[src/rtl/bce_pkg.sv]
// ---------------------------------------------------------------------------
// bce_pkg
// Shared types and constants for the Bezier curve evaluator.
// ---------------------------------------------------------------------------
package bce_pkg;

  localparam int MaxPoints = 128;
  localparam int IdxW      = $clog2(MaxPoints);
  localparam int CoordW    = 32;
  localparam int ParamW    = 17;
  localparam int CountW    = 8;

  localparam logic [ParamW-1:0] TOne = ParamW'(65536);

  localparam logic CMD_LOAD = 1'b0;
  localparam logic CMD_EVAL = 1'b1;

  typedef logic signed [CoordW-1:0] coord_t;

endpackage

[src/rtl/bce_lerp.sv]
// ---------------------------------------------------------------------------
// bce_lerp
// Q16.16 interpolation p + (((q - p) * t + 32768) >>> 16) with the product registered.
// ---------------------------------------------------------------------------
module bce_lerp import bce_pkg::*; (
  input  logic              clk,
  input  coord_t            p,
  input  coord_t            q,
  input  logic [ParamW-1:0] t,
  output coord_t            r
);

  logic signed [CoordW:0]          diff;
  logic signed [CoordW+ParamW+1:0] prod;
  coord_t                          p_d;

  assign diff = {q[CoordW-1], q} - {p[CoordW-1], p};

  always_ff @(posedge clk) begin
    prod <= diff * $signed({1'b0, t});
    p_d  <= p;
  end

  logic signed [CoordW+ParamW+1:0] rnd;
  assign rnd = prod + (CoordW+ParamW+2)'(32768);
  assign r   = p_d + CoordW'(rnd >>> 16);

endmodule

[config.mk]
export PLATFORM = sky130hd
export DESIGN_NAME = bce_lerp
export DESIGN_NICKNAME = d
export VERILOG_FILES = /design/src/rtl/bce_pkg.sv /design/src/rtl/bce_lerp.sv
export SDC_FILE = /design/constraint.sdc
export NUM_CORES = 2
export LEC_CHECK = 0
export BUFFER_PORTS_ARGS = -buffer_cell sky130_fd_sc_hd__buf_2
export CORE_UTILIZATION = 48
export DETAILED_ROUTE_END_ITERATION = 7
export PLACE_DENSITY = 0.67
export SLEW_MARGIN = 20
export SYNTH_ARGS = -nofsm -noshare
export SYNTH_HDL_FRONTEND = slang
export SYNTH_SLANG_ARGS = --single-unit
[constraint.sdc]
create_clock -name clk -period 10.43 [get_ports clk]
set_input_delay 1.5645 -clock clk [delete_from_list [all_inputs] [get_ports clk]]
set_output_delay 1.5645 -clock clk [all_outputs]
set_load 0.02 [all_outputs]
**Yosys cells after proc, flatten, opt, wreduce, memory -nomap -nowiden**

Cells that the tools add are included.

- Word-level logic and storage cells: 6
- Bits in read-only memories: 0
- Output and inout bits: 32
- Register bits: 80
- Input port bits: 82
- Memories: 0
- Latch bits: 0
- Memory bits (writable): 0

- Equality and inequality tests: 0
- $mul: 1
- Muxes and demuxes: 0
- Magnitude comparators: 0
- Reduce and logical (&&, ||, !) cells: 0
- Bitwise operators: 0
- Add/subtract/negate cells: 3
- Shift-type cells: 0
- Divide/modulo/power cells: 0

Operators with widths:

| operator | number |
|---|---|
| $add A48 B17 Y48 const B | 1 |
| $mul A33 B18 Y48 | 1 |
| $sub A32 B32 Y33 | 1 |
| $add A32 B32 Y32 | 1 |

**Depth between registers and ports, before layout**

- Depth after elaboration: 2
- Depth in mapped cells: 38
- Gate-level depth less buffers: 37

**Worst setup path before layout**

OpenSTA, ideal clock, no wires.

- Kind: in2reg
- From: in q[0]
- To: reg prod[45]
- Required time: 10.311 ns
- Buffers on the path: 1
- Arrival time: 9.686 ns
- Library setup time: 0.119 ns
- Cell stages on the path: 35
- Slack: 0.625 ns
- Cells stage by stage: inv_1 > ha_1 > inv_1 > fa_1 > a211oi_1 > o21bai_1 > nor4_1 > o21ai_1 > a31oi_1 > o21bai_1 > a21o_1 > a21oi_1 > xnor2_1 > clkbuf_1 > and2_1 > fa_1 > inv_1 > fa_1 > fa_1 > inv_1 > fa_1 > fa_1 > inv_1 > fa_1 > inv_1 > ha_1 > nand2_1 > o21ai_0 > o41a_1 > o31a_1 > o211a_1 > o21a_1 > or4_1 > and2_1 > xor2_1

- Longest elaborated chain between the ends: 2

RTL lines:

| what | line | RTL |
|---|---|---|
| start: declaration | bce_lerp.sv:8 | `input coord_t q,` |
| $sub A32 B32 Y33 | bce_lerp.sv:17 | `assign diff = {q[CoordW-1], q} - {p[CoordW-1], p};` |
| $mul A33 B18 Y48 | bce_lerp.sv:20 | `prod <= diff * $signed({1'b0, t});` |
| end signal: assignment | bce_lerp.sv:20 |  |
| end: declaration | bce_lerp.sv:14 | `logic signed [CoordW+ParamW+1:0] prod;` |

No other way between the ends.

**Worst setup path after layout**

- From: in q[0]
- To: reg prod[46]

Same word-level chain as after synthesis.

==> run summary <==
The number of setup buffers added after CTS is 0. The number of antenna repair diodes is 0. The area growth from synthesis to layout is 8.53%. The via count came out at 18700. After synthesis, the cell types taking the most area are sky130_fd_sc_hd__fa_1 43%, sky130_fd_sc_hd__inv_1 10%, sky130_fd_sc_hd__ha_1 9.0%. The number of global-route vias before repair is 20200. After global routing the overflow that remains totals 0.

After detailed routing, the wire length on met1 is 25000 um. The count of H-tree levels built during CTS is 3. The overall die area is 51100 um2. The number of standard cells after synthesis came out at 2812. Based on the critical path, the design can be clocked at up to 99.6 MHz.

The first global-routing pass estimated 102000 um of wire. The quantity of hold-fixing buffers added after cts came out at 0. Of all cell types, the one taking the most synthesized area is sky130_fd_sc_hd__fa_1.

The max-slew violation total from the final report is 0. The effective utilization at floorplan came out at 49.0%. Measured along the x axis, the die boundary spans 226 um. From bottom edge to top edge, the die measures 226 um. The remaining design rule violation count came out at 0.

The count of nets after finishing came out at 3679. The first detailed-routing pass took 6 iterations. For this run, the number of Yosys warnings is 0. STA puts the critical path data required time at 10.74 ns. The proportion of netlist area held by the largest area contributor came out at 42.8%. The count of flip-flops with a built-in enable after synthesis is 0. The congestion estimate from routability-driven global placement came to 0.915. The average vias per placed instance is 5.23. After legalization and detailed placement, the total HPWL measured 50800 um. The number of hold violations in the final report is 0. Along the worst hold path, the cell count comes to 1. The largest net degree at the start of global routing came out at 45. The worst path uses 96.3% of the clock period. The number of buffers added by the clock tree synthesis step came out at 9. The number of port buffers is 113. The clock passes through at most 2 buffers. In the global route stage, overall resource usage came out at 25.5%. Counting distinct cell types in the post-synthesis netlist gives 58.

For this design the top-level I/O count stands at 114. The most repeated cell in the gate-level netlist after synthesis is sky130_fd_sc_hd__inv_1. The register area share after synthesis came out at 5.40%. Of the cells placed in the final design, the portion with a size suffix greater than 1 is 8.04%. The highest cell delay on the worst timing path came out at 0.53 ns. The class of the most critical hold timing path is in2reg. The amount of wire on met2 after detailed routing is 31400 um.

The tightest slew margin relative to the limit came out at 30.5%. The element type at the critical path start is an input pin. The area occupied by registers came out at 1300 um2.

The largest fanout of any net on the critical path is 16. The synthesized flop and latch total came out at 65. The iteration-0 DRC count of the detailed router is 1155.

Clock-pin slew was measured on the worst setup and hold paths at 0.07 ns. The sum of routed wire length over all layers came out at 61100 um. The count of nets left with antenna violations once routing finished came out at 0. The clock period could shrink to 10.04 ns. Data on the critical path arrives at its endpoint at 10.35 ns. In the synthesized netlist the dominant register cell turns out to be sky130_fd_sc_hd__dfxtp_1. Setup repair after global routing left no endpoint under its margin. The number of nets produced by synthesis is 3584. By count the netlist is led by 669 x sky130_fd_sc_hd__inv_1, 516 x sky130_fd_sc_hd__fa_1, 350 x sky130_fd_sc_hd__nand2_1.

The measured slew at the worst slew-check pin is 1.04 ns. The category of the worst setup path capture point is a flop. The share of async-settable or async-resettable flops after synthesis came out at 0%. The initialized floorplan defines 81 standard-cell rows. The met3 routed wirelength is 2900 um. Once layout is complete, the utilization of the core stands at 53.1%.

The average wire per standard cell is 17.1 um. The number of violations of the max-capacitance limit is 0. Counting the fill cells in the layout gives 4622.

By startpoint and endpoint, the worst setup path is classified as in2reg. Dividing the synthesized area by the synthesized cell count gives 8.58 um2. By instance count, the cell type seen most on the critical path is sky130_fd_sc_hd__fa_1. Setup violations remaining at the end of the flow were counted as 0. Summing every instance area after synthesis gives 24100 um2. The cell at the root of the clock tree is sky130_fd_sc_hd__clkbuf_16. Summing all multi-input logic gate instances after layout gives 19900 um2. The master of the slowest instance on the critical path is sky130_fd_sc_hd__or4_1. The flow ran to the end, and the final reports show no timing, DRC or antenna violations. The initial antenna violation count came out at 2.

The number of clock sinks came out at 65. The core area is 49300 um2. The clock tree from TritonCTS is built. Signal routing reaches up to met5.
registers in the layout, summed over array words and instances (netlist names):
| signal | flops |
|---|---|
| prod | 33 |
| p_d | 32 |
through the flow:
stage | cell area (um2) | setup TNS (ns) | hold slack (ns) | std cells | setup WS, ns
6_report | 26200 | 0 | 1.29 | 3576 | 0.390
5_1_grt | 26200 | 0 | 1.29 | 3576 | 0.0260
4_1_cts | 26200 | 0 | 1.28 | 3576 | 0.216
3_5_place_dp | 25900 | -0.313 | 1.68 | 3560 | -0.159
3_3_place_gp | 25900 | -0.0767 | 1.68 | 3560 | -0.0494
2_1_floorplan | 24100 | 0 | 1.59 | 2812 | 0.625
cell type report:
cell class / instances / share of cell area [%]
Multi-Input combinational cell: 1960 / 76.0
Inverter: 669 / 9.59
Timing Repair Buffer: 202 / 5.05
Tap cell: 664 / 3.17
Sequential cell: 65 / 4.97
Clock inverter: 6 / 0.277
Clock buffer: 10 / 0.913
cells by family after synthesis:
kind of cell | share of synthesized area [%]
simple gates | 17.5
buf+inv | 12.3
fa+ha+maj | 51.9
compound gates | 8.07
xor+xnor | 4.74
flops | 5.40
mux | 0.213
worst paths after layout:
check | from | end | slack, ns
setup / recovery | q[0] | prod[46] | 0.39
hold / removal | p[25] | p_d[25] | 1.29
timing repair:
item,in CTS,in global routing
setup endpoints to repair,0,3
hold endpoints to repair,0,0
gates resized for setup,0,2
routing by layer:
layer	GRT usage, %	vias to the layer above
met2	45.9	500
met5	0	-
met1	31.7	9472
met4	8.24	2
li1	-	8618
met3	2.89	95
placed cells by master (no fill, tap or decap), drive strengths merged, types with 5 or more instances in the layout:
master / instances
a211oi: 6
a21o: 43
a21oi: 103
a311oi: 8
a31o: 5
a31oi: 6
and2: 266
and3: 17
and4: 6
buf: 202
clkbuf: 10
dfxtp: 65
fa: 516
ha: 174
inv: 672
nand2: 350
nand2b: 17
nand3: 34
nand4: 14
nor2: 54
nor2b: 42
nor3: 22
o211ai: 9
o21a: 16
o21ai: 39
o21bai: 20
o2bb2ai: 7
o311ai: 12
xnor2: 88
xor2: 40
worst max-delay path, delay by kind of cell:
family | cells | cell delay (ns)
adder cells (fa/ha/maj) | 9 | 3.73
AO/OA/AOI/OAI | 12 | 2.88
buffers and inverters | 10 | 0.99
AND/OR/NAND/NOR | 3 | 0.92
XOR/XNOR | 2 | 0.24
Power is left out: the tool's default activity adds up to more than one toggle a clock period on the data nets, which glitch-free logic cannot reach.
